--- config.mk ---
export PLATFORM = sky130hd
export DESIGN_NAME = tone_sequence_player
export DESIGN_NICKNAME = d
export VERILOG_FILES = /design/src/rtl/tsp_pkg.sv /design/src/rtl/tone_sequence_player.sv /design/src/rtl/tsp_core.sv
export SDC_FILE = /design/constraint.sdc
export NUM_CORES = 1
export LEC_CHECK = 0
export BUFFER_PORTS_ARGS = -buffer_cell sky130_fd_sc_hd__buf_2
export CORE_ASPECT_RATIO = 1.75
export CORE_MARGIN = 4
export CORE_UTILIZATION = 65
export CTS_CLUSTER_SIZE = 28
export DETAILED_ROUTE_END_ITERATION = 12
export GPL_TIMING_DRIVEN = 1
export PLACE_DENSITY = 0.9
export SETUP_SLACK_MARGIN = 0.05
export SKIP_LAST_GASP = 1
export SLEW_MARGIN = 5
export SYNTH_ARGS = -nofsm -noshare
export SYNTH_HDL_FRONTEND = slang
export SYNTH_SLANG_ARGS = --single-unit
export TNS_END_PERCENT = 50
--- constraint.sdc ---
create_clock -name clk -period 18.1 [get_ports clk]
set_input_delay 3.62 -clock clk [delete_from_list [all_inputs] [get_ports clk]]
set_output_delay 3.62 -clock clk [all_outputs]
set_load 0.005 [all_outputs]
--- src/rtl/tsp_pkg.sv ---
// Types, request codes and note ROM shared by the tone sequence player.
package tsp_pkg;

  localparam int MAX_NOTES = 4;
  localparam int NUM_SEQS  = 6;
  localparam int ROM_NOTES = 3;

  localparam logic [19:0] TICKS_PER_MS_RST = 20'd1000;

  localparam logic [1:0] REQ_TICK  = 2'd0;
  localparam logic [1:0] REQ_START = 2'd1;
  localparam logic [1:0] REQ_STOP  = 2'd2;

  typedef struct packed {
    logic [1:0] req_type;
    logic [2:0] seq_id;
  } tsp_in_t;

  typedef struct packed {
    logic [11:0] tone_freq;
    logic        playing;
    logic [1:0]  current_note;
  } tsp_out_t;

  typedef struct packed {
    logic [11:0] freq;
    logic [7:0]  dur;
    logic [7:0]  gap;
  } note_t;

  function automatic note_t rom_note(input logic [2:0] seq, input logic [1:0] idx);
    note_t n;
    n = '0;
    case ({seq, idx})
      {3'd0, 2'd0}: n = '{12'd2500, 8'd100, 8'd150};
      {3'd0, 2'd1}: n = '{12'd2500, 8'd100, 8'd0};
      {3'd1, 2'd0}: n = '{12'd2500, 8'd80, 8'd0};
      {3'd2, 2'd0}: n = '{12'd2500, 8'd80, 8'd80};
      {3'd2, 2'd1}: n = '{12'd2500, 8'd80, 8'd0};
      {3'd3, 2'd0}: n = '{12'd2700, 8'd50, 8'd0};
      {3'd4, 2'd0}: n = '{12'd2200, 8'd50, 8'd30};
      {3'd4, 2'd1}: n = '{12'd2200, 8'd50, 8'd40};
      {3'd4, 2'd2}: n = '{12'd2600, 8'd90, 8'd0};
      {3'd5, 2'd0}: n = '{12'd2700, 8'd160, 8'd60};
      {3'd5, 2'd1}: n = '{12'd2000, 8'd70, 8'd0};
      default:      n = '0;
    endcase
    return n;
  endfunction

  // Notes in a sequence, clamped to MAX_NOTES.
  function automatic logic [4:0] seq_len(input logic [2:0] seq);
    logic [4:0] len;
    case (seq)
      3'd0:    len = 5'd2;
      3'd1:    len = 5'd1;
      3'd2:    len = 5'd2;
      3'd3:    len = 5'd1;
      3'd4:    len = 5'd3;
      3'd5:    len = 5'd2;
      default: len = 5'd0;
    endcase
    if (len > 5'(MAX_NOTES)) len = 5'(MAX_NOTES);
    return len;
  endfunction

endpackage

--- src/rtl/tone_sequence_player.sv ---
// Tone sequence player: plays one of six fixed note sequences as a tone frequency.
// Each word is a tick, a start or a stop request and yields one result word with
// the tone frequency, a playing flag and the note index after that request. The
// block takes one word per clock unless the result register is stalled: a word
// lands in the input register, passes the combinational next-state logic (ms
// prescaler compare, note ROM lookup) and is written with the new state into the
// result register when that register is free; a stall holds it in the input register.
// ticks_per_ms resets to 1000; the user writes it through cfg_we/cfg_data only while
// no word is in flight, which the block itself does not enforce; a value of 0 acts as 1.
module tone_sequence_player
  import tsp_pkg::*;
(
  input  logic        clk,
  input  logic        rst,
  input  logic        in_valid,
  output logic        in_ready,
  input  tsp_in_t     in_data,
  output logic        out_valid,
  input  logic        out_ready,
  output tsp_out_t    out_data,
  input  logic        cfg_we,
  input  logic [19:0] cfg_data
);

  logic        in_full;
  tsp_in_t     in_word;
  logic        advance;
  logic [19:0] ticks_per_ms;
  tsp_out_t    core_result;

  assign advance  = in_full && (!out_valid || out_ready);
  assign in_ready = !in_full || advance;

  always_ff @(posedge clk) begin
    if (rst) begin
      ticks_per_ms <= TICKS_PER_MS_RST;
    end else if (cfg_we) begin
      ticks_per_ms <= cfg_data;
    end
  end

  always_ff @(posedge clk) begin
    if (rst) begin
      in_full <= 1'b0;
    end else if (in_ready) begin
      in_full <= in_valid;
    end
  end

  always_ff @(posedge clk) begin
    if (in_valid && in_ready) begin
      in_word <= in_data;
    end
  end

  tsp_core u_core (
    .clk          (clk),
    .rst          (rst),
    .en           (advance),
    .word         (in_word),
    .ticks_per_ms (ticks_per_ms),
    .result       (core_result)
  );

  always_ff @(posedge clk) begin
    if (rst) begin
      out_valid <= 1'b0;
    end else if (advance) begin
      out_valid <= 1'b1;
    end else if (out_ready) begin
      out_valid <= 1'b0;
    end
  end

  always_ff @(posedge clk) begin
    if (advance) begin
      out_data <= core_result;
    end
  end

endmodule

--- src/rtl/tsp_core.sv ---
// Player state and next-state logic: prescaler, note/gap timing, sequencing.
module tsp_core
  import tsp_pkg::*;
(
  input  logic        clk,
  input  logic        rst,
  input  logic        en,
  input  tsp_in_t     word,
  input  logic [19:0] ticks_per_ms,
  output tsp_out_t    result
);

  typedef enum logic [1:0] {
    PH_IDLE = 2'd0,
    PH_NOTE = 2'd1,
    PH_GAP  = 2'd2
  } phase_t;

  phase_t      phase, phase_next;
  logic [1:0]  note_pos, note_pos_next;
  logic [2:0]  active_seq, active_seq_next;
  logic [19:0] sub_ms_count, sub_ms_count_next;
  logic [7:0]  elapsed_ms, elapsed_ms_next;
  logic [11:0] tone_now, tone_now_next;

  logic [20:0] sub_inc;
  logic        ms_wrap;
  logic [7:0]  el_tick;
  logic [4:0]  len_cur;
  logic [2:0]  nxt_pos;
  logic        nxt_ok;
  note_t       cur_note, nxt_note, start_note;
  logic        bad_pos;

  always_comb begin
    sub_inc    = {1'b0, sub_ms_count} + 21'd1;
    ms_wrap    = sub_inc >= {1'b0, ticks_per_ms};
    el_tick    = (ms_wrap && elapsed_ms != 8'hFF) ? elapsed_ms + 8'd1 : elapsed_ms;
    len_cur    = seq_len(active_seq);
    nxt_pos    = {1'b0, note_pos} + 3'd1;
    nxt_ok     = 5'(nxt_pos) < len_cur;
    cur_note   = rom_note(active_seq, note_pos);
    nxt_note   = rom_note(active_seq, nxt_pos[1:0]);
    start_note = rom_note(word.seq_id, 2'd0);
    bad_pos    = (phase != PH_NOTE && phase != PH_GAP)
              || 32'(active_seq) >= NUM_SEQS
              || 5'(note_pos) >= len_cur
              || 32'(note_pos) >= ROM_NOTES;

    phase_next        = phase;
    note_pos_next     = note_pos;
    active_seq_next   = active_seq;
    sub_ms_count_next = sub_ms_count;
    elapsed_ms_next   = elapsed_ms;
    tone_now_next     = tone_now;

    case (word.req_type)
      REQ_TICK: begin
        if (phase != PH_IDLE) begin
          if (bad_pos) begin
            phase_next        = PH_IDLE;
            tone_now_next     = '0;
            sub_ms_count_next = '0;
            elapsed_ms_next   = '0;
          end else begin
            sub_ms_count_next = ms_wrap ? 20'd0 : sub_inc[19:0];
            elapsed_ms_next   = el_tick;
            if ((phase == PH_NOTE && el_tick >= cur_note.dur)
                || (phase == PH_GAP && el_tick >= cur_note.gap)) begin
              tone_now_next = '0;
              if (phase == PH_NOTE && cur_note.gap != 8'd0) begin
                phase_next        = PH_GAP;
                sub_ms_count_next = '0;
                elapsed_ms_next   = '0;
              end else if (nxt_ok) begin
                phase_next        = PH_NOTE;
                note_pos_next     = nxt_pos[1:0];
                sub_ms_count_next = '0;
                elapsed_ms_next   = '0;
                tone_now_next     = nxt_note.freq;
              end else begin
                phase_next        = PH_IDLE;
                sub_ms_count_next = '0;
                elapsed_ms_next   = '0;
              end
            end
          end
        end
      end
      REQ_START: begin
        if (32'(word.seq_id) < NUM_SEQS) begin
          active_seq_next   = word.seq_id;
          note_pos_next     = 2'd0;
          phase_next        = PH_NOTE;
          sub_ms_count_next = '0;
          elapsed_ms_next   = '0;
          tone_now_next     = start_note.freq;
        end
      end
      REQ_STOP: begin
        phase_next        = PH_IDLE;
        tone_now_next     = '0;
        sub_ms_count_next = '0;
        elapsed_ms_next   = '0;
      end
      default: ;
    endcase

    result.tone_freq    = tone_now_next;
    result.playing      = phase_next != PH_IDLE;
    result.current_note = (phase_next != PH_IDLE) ? note_pos_next : 2'd0;
  end

  always_ff @(posedge clk) begin
    if (rst) begin
      phase        <= PH_IDLE;
      note_pos     <= '0;
      active_seq   <= '0;
      sub_ms_count <= '0;
      elapsed_ms   <= '0;
      tone_now     <= '0;
    end else if (en) begin
      phase        <= phase_next;
      note_pos     <= note_pos_next;
      active_seq   <= active_seq_next;
      sub_ms_count <= sub_ms_count_next;
      elapsed_ms   <= elapsed_ms_next;
      tone_now     <= tone_now_next;
    end
  end

endmodule

==> results.sh, run 1 <==
export IMPL_cts_tree="done"
export IMPL_antenna_cells=0
export IMPL_core_um2=8783
export IMPL_grt_pass1_vias=5650
export IMPL_h_tree_depth=3
export IMPL_cp_depth=4
export IMPL_max_clock_freq_mhz=128.9
export IMPL_worst_slack_ns=10.34
export IMPL_cts_setup_buffers=0
export IMPL_start_kind="input pin"
export IMPL_final_cell_area_um2=6470
export IMPL_drive_gt1_frac=0.1187
export IMPL_layout_min_cycle_time_ns=7.758
export IMPL_grt_remaining_overflow=0
export IMPL_ys_top_cells_by_area="dfxtp_1 (23%), ha_1 (11%), edfxtp_1 (10%), nor2_1 (4.7%), nand2_1 (4.6%)"
export IMPL_final_cells=867
export IMPL_sw_frac_of_total=0.2713
export IMPL_start_util=0.6756
export IMPL_io_buffers=46
export IMPL_cellPowerDensity_nw_per_um2=67.88
export IMPL_numCtsBuffers=9
export IMPL_reg2reg_slack_ns=10.50
export IMPL_fin_setup_tns_ns=0
export IMPL_r2r_cells=25
export IMPL_worstMarginPinSlew_ns=1.231
export IMPL_chipWidth_um=80.23
export IMPL_critPathBufInv=2
export IMPL_syn_num_nets=800
export IMPL_drc=0
export IMPL_synth_seq_area_share=0.3340
export IMPL_synth_top_flop_cell="dfxtp_1"
export IMPL_wl_met1_mm=5.362
export IMPL_syn2layout_area_growth_pct=9.024
export IMPL_cts_buffer_depth=2
export IMPL_ys_ff_latch=89
export IMPL_p_leak_nw=2.668
export IMPL_crit_path_end_kind="output pin"
export IMPL_syn_inst=719
export IMPL_yosysWarnings=0
export IMPL_place_ws_ns=10.36
export IMPL_slowest_stage="nor2b_1"
export IMPL_synth_edf_count=20
export IMPL_met3_length_um=921
export IMPL_synthArstFlopShare=0
export IMPL_crit_family="simple AND/OR/NAND/NOR gates"
export IMPL_place_area_um2=6173
export IMPL_firstDrtPassIters=6
export IMPL_gp_congestion=0.9526
export IMPL_dieArea_um2=10780
export IMPL_status="finished clean"
export IMPL_comb_power_share=0.089
export IMPL_p_switching_w=0.0001191
export IMPL_slew_headroom=0.1730
export IMPL_track_usage=0.3036
export IMPL_grt_antenna_before_repair=0
export IMPL_hold_viol_final=0
export IMPL_cts_sinks=89
export IMPL_syn_avg_cell_area_um2=8.254
export IMPL_holdPathStages=1
export IMPL_synthDistinctLibCells=75
export IMPL_critPathRequiredTime_ns=14.48
export IMPL_wirelength_mm=15.69
export IMPL_finClkSkew_ns=0.008884
export IMPL_die_h_um=134.4
export IMPL_clk_pin_slew_ns=0.07
export IMPL_clkLatencyLatePin_ns=0.36
export IMPL_maxUsedRoutingLayer="met4"
export IMPL_grt_start_max_net_pins=59
export IMPL_synth_top_area_frac=0.2328
export IMPL_rsz0062_at_grt="false"
export IMPL_setup_viol=0
export IMPL_crit_top_cell="buf_2"
export IMPL_synth_area_um2=5934
export IMPL_cp_max_fo=4
export IMPL_internal_power_w=0.0003200
export IMPL_ant_nets=0
export IMPL_drtIter0Drc=718
export IMPL_timing_final_crit_share=0.4286
export IMPL_via_count=5777
export IMPL_post_dp_hpwl_mm=11.29
export IMPL_io_pins=47
export IMPL_rows=45
export IMPL_min_path_type="register to register"
export IMPL_viasPerCell=6.663
export IMPL_path_class="input pin to output pin"
export IMPL_routedWlPerCell_um=18.10
export IMPL_dr_wl_met2_mm=8.156
export IMPL_pwr_share_clk=0.428
export IMPL_slew_violations=0
export IMPL_fin_nets=826
export IMPL_peakVddDrop_v=0.00006616
export IMPL_postCtsResizedCells=0
export IMPL_grt_pass1_wl_mm=25.93
export IMPL_yosysTopAreaCell="dfxtp_1"
export IMPL_postCtsHoldBufs=0
export IMPL_path_cells="buf_2, nor2b_1, nand2_1, buf_2"
export IMPL_cts_root_buffer="clkbuf_16"
export IMPL_slowest_delay_ns=0.19
export IMPL_seq_power_share=0.483
export IMPL_cp_arrival_ns=4.14
export IMPL_place_inst=851
export IMPL_cap_violations=0
-- cell usage in the layout (no fill, tap or decap), drive strengths merged, types with 4 or more instances in the layout --
cell type,instances
nor3,23
a21oi,49
clkbuf,9
a32oi,4
and2,7
a31oi,12
dfxtp,69
edfxtp,20
xor2,6
nand2b,5
o21ai,44
a21o,5
buf,48
a211oi,8
xnor2,18
nand2,72
nand3,24
or2,5
nand4,12
a22oi,23
and3,13
nor2,76
nor3b,4
o211ai,12
inv,54
nor2b,9
ha,50
mux2i,17
-- per-layer routing --
layer / vias up / track usage
li1: 2651 / -
met1: 2712 / 0.3086
met2: 315 / 0.5323
met3: 99 / 0.05175
met4: 0 / 0.2359
met5: - / 0
-- Yosys cell counts (all sizes together), types with 5 or more instances --
cell / number
o211ai: 12
nand3: 24
inv: 49
or2: 5
a31oi: 12
buf: 11
xnor2: 18
a21o: 5
and3: 13
o21ai: 44
edfxtp: 20
and2: 7
mux2i: 17
clkbuf: 22
a22oi: 23
nor3: 23
nand4: 12
xor2: 6
a211oi: 8
nor2: 76
dfxtp: 69
nand2b: 5
nand2: 72
ha: 50
a21oi: 49
nor2b: 9
-- cell type report --
cell class                      instances  area [µm²]
Clock buffer                            9       225.2
Clock inverter                          7       71.32
Fill cell                             666        2313
Inverter                               50       187.7
Multi-Input combinational cell        547        3612
Sequential cell                        89        1982
Tap cell                              117       146.4
Timing Repair Buffer                   48       245.2
-- sequential cells by signal, summed over array words and instances, names as in the netlist --
name and count:
ticks_per_ms 20, u_core.sub_ms_count 20, out_data 15, u_core.tone_now 12, u_core.elapsed_ms 8, in_word 5, u_core.active_seq 3, u_core.note_pos 2
u_core.phase 2, in_full 1, out_valid 1
-- per-stage QoR --
stage,total power [W],utilization,hold WS [ns]
5_1_grt,0.0004536,0.7366,0.4860
2_1_floorplan,0.0002412,-,0.4414
4_1_cts,0.0004396,0.7366,0.4745
3_5_place_dp,0.0002548,0.7028,0.4645
6_report,0.0004391,0.7366,0.4738
3_3_place_gp,0.0002528,0.7028,0.4618
-- final timing paths --
check | from | end
setup / recovery | out_ready | in_ready
hold / removal | u_core.tone_now[0]$_SDFFE_PP0P_ | u_core.tone_now[0]$_SDFFE_PP0P_
setup reg to reg | u_core.sub_ms_count[0]$_SDFFE_PP0P_ | u_core.elapsed_ms[5]$_SDFFE_PP0P_
hold reg to reg | u_core.tone_now[0]$_SDFFE_PP0P_ | u_core.tone_now[0]$_SDFFE_PP0P_
-- power groups by stage --
stage / logic, W / clock network (W) / registers (W)
floorplan: 0.0000255 / 0 / 0.000216
global placement: 0.0000365 / 0 / 0.000216
detailed placement: 0.0000381 / 0 / 0.000217
CTS: 0.0000385 / 0.000189 / 0.000212
global route: 0.0000433 / 0.000198 / 0.000213
finish: 0.0000391 / 0.000188 / 0.000212
-- cells by family after synthesis --
family / after synthesis / share of synthesized area
simple gates: 264 / 0.2142
compound gates: 189 / 0.2180
flops: 89 / 0.3340
buf+inv: 83 / 0.05735
fa+ha+maj: 52 / 0.1105
xor+xnor: 24 / 0.03542
mux: 18 / 0.03057
(Power assumes the default switching activity.)
==> run 2, diff against run 1 <==
CORE_UTILIZATION = 55   (was 65)
PLACE_DENSITY = 0.82   (was 0.9)
clock period = 6.4 ns   (was 18.1 ns; I/O delays follow)
==> results.sh, run 2 (synthesis results as in run 1) <==
export IMPL_status="finished clean"
export IMPL_fin_setup_tns_ns=0
export IMPL_clkLatencyLatePin_ns=0.35
export IMPL_wirelength_mm=16.82
export IMPL_dieArea_um2=12580
export IMPL_viasPerCell=6.364
export IMPL_numCtsBuffers=9
export IMPL_core_um2=10420
export IMPL_grt_remaining_overflow=0
export IMPL_gp_congestion=0.9770
export IMPL_crit_top_cell="ha_1"
export IMPL_critPathRequiredTime_ns=6.48
export IMPL_cp_arrival_ns=6.22
export IMPL_holdWs_ns=0.4745
export IMPL_grt_pass1_vias=5727
export IMPL_final_cell_area_um2=6704
export IMPL_grt_antenna_before_repair=0
export IMPL_crit_end="out_data[1]$_SDFFCE_PN0P_"
export IMPL_peakVddDrop_v=0.0001865
export IMPL_most_common_layout_cells="nor2_1 (73), nand2_1 (71), dfxtp_1 (67)"
export IMPL_routedWlPerCell_um=18.80
export IMPL_slew_headroom=0.4057
export IMPL_rows=49
export IMPL_track_usage=0.2679
export IMPL_h_tree_depth=3
export IMPL_drive_gt1_frac=0.1589
export IMPL_firstDrtPassIters=6
export IMPL_chipWidth_um=86.52
export IMPL_drtIter0Drc=350
export IMPL_hold_viol_final=0
export IMPL_io_pins=47
export IMPL_slew_violations=0
export IMPL_fin_util=0.6432
export IMPL_reg2reg_slack_ns=0.26
export IMPL_syn2layout_area_growth_pct=12.97
export IMPL_crit_path_end_kind="register"
export IMPL_max_clock_freq_mhz=162.9
export IMPL_layout_min_cycle_time_ns=6.138
export IMPL_cp_depth=25
export IMPL_postCtsHoldBufs=0
export IMPL_rr_startpoint="u_core.sub_ms_count[0]$_SDFFE_PP0P_"
export IMPL_slowest_stage="or4b_4"
export IMPL_io_buffers=46
export IMPL_setup_viol=0
export IMPL_timing_final_crit_share=0.9591
export IMPL_path_class="register to register"
export IMPL_crit_path_start="u_core.sub_ms_count[0]$_SDFFE_PP0P_"
export IMPL_post_dp_hpwl_mm=12.42
export IMPL_worstMarginPinSlew_ns=0.8881
export IMPL_clk_pin_slew_ns=0.06
export IMPL_reg_largest_list="ticks_per_ms (20), u_core.sub_ms_count (20), out_data (15)"
export IMPL_grt_pass1_wl_mm=27.05
export IMPL_cellPowerDensity_nw_per_um2=186.5
export IMPL_layout_commonest_cell="nor2_1"
export IMPL_start_kind="register"
export IMPL_p_leak_nw=2.781
export IMPL_r2r_cells=25
export IMPL_cts_buffer_depth=2
export IMPL_place_area_um2=6284
export IMPL_cts_tree="done"
export IMPL_crit_family="compound AO/OA/AOI/OAI gates"
export IMPL_worst_slack_ns=0.2620
export IMPL_min_path_type="register to register"
export IMPL_slowest_delay_ns=0.59
export IMPL_finClkSkew_ns=0.01038
export IMPL_ant_nets=0
export IMPL_cap_violations=0
export IMPL_cts_root_buffer="clkbuf_16"
export IMPL_grt_start_max_net_pins=59
export IMPL_cp_max_fo=6
export IMPL_drc=0
export IMPL_critPathBufInv=1
export IMPL_antenna_cells=0
export IMPL_r2r_end="out_data[1]$_SDFFCE_PN0P_"
export IMPL_die_h_um=145.4
export IMPL_place_ws_ns=-0.01330
export IMPL_fin_nets=844
export IMPL_cts_sinks=89
export IMPL_via_count=5696
export IMPL_start_util=0.5694
run 2: cell types whose count changed in the layout (fill, tap and decap cells not counted), sizes merged:
cell / delta
inv: -3
a21oi: +1
clkbuf: +3
buf: +17
run 2: final cells by class:
| cell class | count | area [µm²] |
|---|---|---|
| Fill cell | 893 | 3719 |
| Clock inverter | 4 | 33.78 |
| Multi-Input combinational cell | 548 | 3699 |
| Inverter | 50 | 187.7 |
| Clock buffer | 12 | 267.8 |
| Tap cell | 127 | 158.9 |
| Timing Repair Buffer | 65 | 372.9 |
| Sequential cell | 89 | 1984 |
run 2: how the worst min path moves through the flow:
stage	slack [ns]	cells after the start	from	to
final	0.47	1	u_core.tone_now[0]$_SDFFE_PP0P_	u_core.tone_now[0]$_SDFFE_PP0P_
after detailed placement	0.47	1	u_core.tone_now[0]$_SDFFE_PP0P_	u_core.tone_now[0]$_SDFFE_PP0P_
after CTS	0.48	1	u_core.tone_now[0]$_SDFFE_PP0P_	u_core.tone_now[0]$_SDFFE_PP0P_
after global placement	0.46	1	u_core.tone_now[1]$_SDFFE_PP0P_	u_core.tone_now[1]$_SDFFE_PP0P_
after floorplan	0.44	2	u_core.tone_now[5]$_SDFFE_PP0P_	u_core.tone_now[5]$_SDFFE_PP0P_
after global routing	0.49	1	u_core.tone_now[0]$_SDFFE_PP0P_	u_core.tone_now[0]$_SDFFE_PP0P_
run 2: worst register-to-register path, cell delays in order (launching register included):
cell       delay (ns)
dfxtp_2          0.39
ha_4             0.18
nand3_2          0.14
or4b_4           0.59
buf_4            0.19
nor3_1           0.23
xor2_1           0.12
ha_1             0.34
nand4_1          0.18
nor2_2           0.16
o211a_1          0.19
nand2_2          0.10
a21oi_4          0.25
nand2_1          0.12
xnor2_1          0.25
ha_1             0.30
a21o_1           0.18
a21oi_1          0.15
o21ai_0          0.14
a221oi_1         0.23
a21boi_1         0.10
maj3_1           0.40
o21ai_4          0.22
a2111oi_0        0.14
a311oi_2         0.43
a22oi_1          0.15
run 2: metrics by stage:
stage	total power [W]	cells
2_1_floorplan	0.0006822	719
3_3_place_gp	0.0007189	874
3_5_place_dp	0.0007223	874
4_1_cts	0.001252	890
5_1_grt	0.001292	895
6_report	0.001250	895
run 2: metal layers:
layer / GRT usage / vias up / share of wire
met5: 0 / - / 0
met4: 0.2028 / 0 / 0.077
met3: 0.03909 / 93 / 0.050
met2: 0.4858 / 248 / 0.52
met1: 0.2622 / 2657 / 0.35
li1: - / 2698 / -
run 2: power by group:
part / leakage (nW) / internal [W] / switching (W)
sequential: 0.750 / 0.000590 / 0.0000102
clock: 0.150 / 0.000302 / 0.000234
combinational: 1.88 / 0.0000406 / 0.0000728
run 2: what timing repair did:
item / in CTS / in global routing
resized for setup: 6 / 16
buffers inserted: 0 / 4
gates cloned: 0 / 1
endpoints found under the setup margin: 21 / 58
pin swaps: 0 / 10
==> run 3, diff against run 2 <==
SYNTH_HIERARCHICAL = 1   (was default)
==> results.sh, run 3 <==
export IMPL_synth_top_area_frac=0.2298
export IMPL_postCtsHoldBufs=0
export IMPL_clk_pin_slew_ns=0.06
export IMPL_routedWlPerCell_um=18.17
export IMPL_cellPowerDensity_nw_per_um2=185.1
export IMPL_drtIter0Drc=408
export IMPL_yosysWarnings=6
export IMPL_critPathBufInv=1
export IMPL_grt_antenna_before_repair=0
export IMPL_synthDistinctLibCells=79
export IMPL_most_common_layout_cells="nor2_1 (68), nand2_1 (65), dfxtp_1 (61)"
export IMPL_cts_buffer_depth=2
export IMPL_grt_pass1_vias=5735
export IMPL_hold_viol_final=0
export IMPL_syn_inst=717
export IMPL_drc=0
export IMPL_slew_violations=0
export IMPL_setup_viol=0
export IMPL_max_clock_freq_mhz=165.8
export IMPL_grt_start_max_net_pins=73
export IMPL_synthTopCellsByCount="nor2_1 (70), dfxtp_1 (69), nand2_1 (66)"
export IMPL_rr_startpoint="u_core/sub_ms_count[8]$_SDFFE_PP0P_"
export IMPL_die_h_um=146.3
export IMPL_viasPerCell=6.426
export IMPL_core_um2=10700
export IMPL_path_class="register to register"
export IMPL_worstMarginPinSlew_ns=0.7936
export IMPL_layout_commonest_cell="nor2_1"
export IMPL_syn_num_nets=797
export IMPL_critPathRequiredTime_ns=6.65
export IMPL_numCtsBuffers=9
export IMPL_cts_root_buffer="clkbuf_16"
export IMPL_grt_remaining_overflow=0
export IMPL_clkLatencyLatePin_ns=0.35
export IMPL_crit_path_end_kind="register"
export IMPL_place_ws_ns=0.006230
export IMPL_syn_avg_cell_area_um2=8.383
export IMPL_start_util=0.5619
export IMPL_fillers=853
export IMPL_reg_largest_list="ticks_per_ms (20), u_core/sub_ms_count (20), out_data (15)"
export IMPL_hold_path_startpoint="u_core/sub_ms_count[19]$_SDFFE_PP0P_"
export IMPL_holdPathStages=2
export IMPL_ant_nets=0
export IMPL_slowest_delay_ns=0.40
export IMPL_antenna_cells=0
export IMPL_timing_final_crit_share=0.9426
export IMPL_h_tree_depth=3
export IMPL_rows=50
export IMPL_slew_headroom=0.4709
export IMPL_track_usage=0.2591
export IMPL_cp_max_fo=11
export IMPL_yosysTopAreaCell="dfxtp_1"
export IMPL_synth_edf_count=20
export IMPL_ys_ff_latch=89
export IMPL_r2r_cells=28
export IMPL_chipWidth_um=87.03
export IMPL_holdWs_ns=0.4538
export IMPL_via_count=5693
export IMPL_p_leak_nw=2.737
export IMPL_cts_tree="done"
export IMPL_start_kind="register"
export IMPL_fin_nets=831
export IMPL_final_cell_area_um2=6803
export IMPL_r2r_end="u_core/elapsed_ms[5]$_SDFFE_PP0P_"
export IMPL_peakVddDrop_v=0.0001999
export IMPL_status="finished clean"
export IMPL_synth_area_um2=6011
export IMPL_grt_pass1_wl_mm=26.37
export IMPL_min_path_type="register to register"
export IMPL_multiInputGateArea_um2=3825
export IMPL_synth_top_flop_cell="dfxtp_1"
export IMPL_slowest_stage="or3_1"
export IMPL_post_dp_hpwl_mm=11.58
export IMPL_syn2layout_area_growth_pct=13.18
export IMPL_worst_slack_ns=0.3674
export IMPL_synth_most_common_cell="nor2_1"
export IMPL_firstDrtPassIters=5
export IMPL_io_pins=47
export IMPL_synthArstFlopShare=0
export IMPL_cts_sinks=89
export IMPL_synth_seq_area_share=0.3297
export IMPL_io_buffers=46
export IMPL_regArea_um2=1994
export IMPL_cp_arrival_ns=6.28
export IMPL_crit_family="simple AND/OR/NAND/NOR gates"
export IMPL_gp_congestion=0.9359
export IMPL_ys_top_cells_by_area="dfxtp_1 (23%), ha_1 (10%), edfxtp_1 (10%), nor2_1 (4.4%), nand2_1 (4.1%)"
export IMPL_drive_gt1_frac=0.1825
export IMPL_place_area_um2=6304
export IMPL_layout_min_cycle_time_ns=6.033
export IMPL_dieArea_um2=12730
export IMPL_reg2reg_slack_ns=0.37
export IMPL_wirelength_mm=16.10
export IMPL_finClkSkew_ns=0.01052
export IMPL_cap_violations=0
export IMPL_holdPathEnd="u_core/sub_ms_count[19]$_SDFFE_PP0P_"
run 3: cell count changes in the layout (fill, tap and decap cells not counted), moves of 8 or more:
cell       previous run  this run
a211o_1               0         8
a22oi_1              23         2
and2_1                7        15
inv_1                49        41
o2111ai_1             0        12
o211ai_1             12         2
o21ai_0              35        26
or2_2                 5        15
xnor2_1              16         7
run 3: logic make-up (layout without fill, tap and decap cells):
logic type,after synthesis,after routing,share of synthesized area
AOI/OAI and AO/OA,180,180,0.2105
DFF,89,89,0.3297
and+or+nand+nor,284,284,0.2429
adders and majority gates,50,50,0.1053
muxes,19,19,0.03164
xor gates and xnor gates,14,14,0.02040
buffers and inverters,81,120,0.05953
run 3: how the worst max path moves through the flow:
stage	end	slack [ns]	cells past startpoint	startpoint
after global routing	out_data[1]$_DFFE_PP_	-0.05	29	u_core/sub_ms_count[2]$_SDFFE_PP0P_
final	u_core/elapsed_ms[5]$_SDFFE_PP0P_	0.37	28	u_core/sub_ms_count[8]$_SDFFE_PP0P_
after detailed placement	u_core/tone_now[11]$_SDFFE_PP0P_	0.006	25	u_core/sub_ms_count[0]$_SDFFE_PP0P_
after floorplan	out_data[1]$_DFFE_PP_	0.80	29	u_core/sub_ms_count[0]$_SDFFE_PP0P_
after CTS	u_core/elapsed_ms[0]$_SDFFE_PP0P_	0.09	29	u_core/sub_ms_count[0]$_SDFFE_PP0P_
after global placement	out_data[1]$_DFFE_PP_	0.25	28	u_core/sub_ms_count[0]$_SDFFE_PP0P_
run 3: power by group:
part	internal (W)	switching [W]	total, W	leakage [nW]
Combinational	0.0000444	0.0000729	0.000117	1.83
Clock	0.000309	0.000229	0.000537	0.149
Sequential	0.000592	0.0000119	0.000604	0.758
Total	0.000945	0.000314	0.00126	2.74
run 3: cell type report:
cell class              instances  area share
well taps                     130     0.02391
multi-input cells             547      0.5623
repair buffers                 62     0.05334
flip-flops and latches         89      0.2932
clock inverters                 6     0.01048
clock buffers                  10     0.03366
inverters                      42     0.02317
run 3: layer usage:
metal	vias to the layer above	track usage	share of wire
li1	2694	-	-
met1	2661	0.2574	0.34
met2	243	0.4619	0.54
met3	95	0.04065	0.049
met4	0	0.1981	0.072
met5	-	0	0
run 3: timing repair:
action | CTS | global route
resized for setup | 1 | 37
pin swaps | 0 | 7
setup buffers | 0 | 6
endpoints found under the setup margin | 6 | 59
cloned | 0 | 0
run 3: stage by stage:
| stage | power, W | util | instances | TNS (ns) |
|---|---|---|---|---|
| global placement | 0.0007252 | 0.5892 | 864 | 0 |
| floorplan | 0.0006931 | - | 717 | 0 |
| finish | 0.001259 | 0.6359 | 886 | 0 |
| detailed placement | 0.0007309 | 0.5892 | 864 | 0 |
| global route | 0.001309 | 0.6359 | 886 | -0.07752 |
| CTS | 0.001267 | 0.6173 | 880 | 0 |
run 3: worst min-delay path: stages (launching register included):
cell and delay (ns):
dfxtp_1 0.31, nand2_1 0.05, a21oi_1 0.05
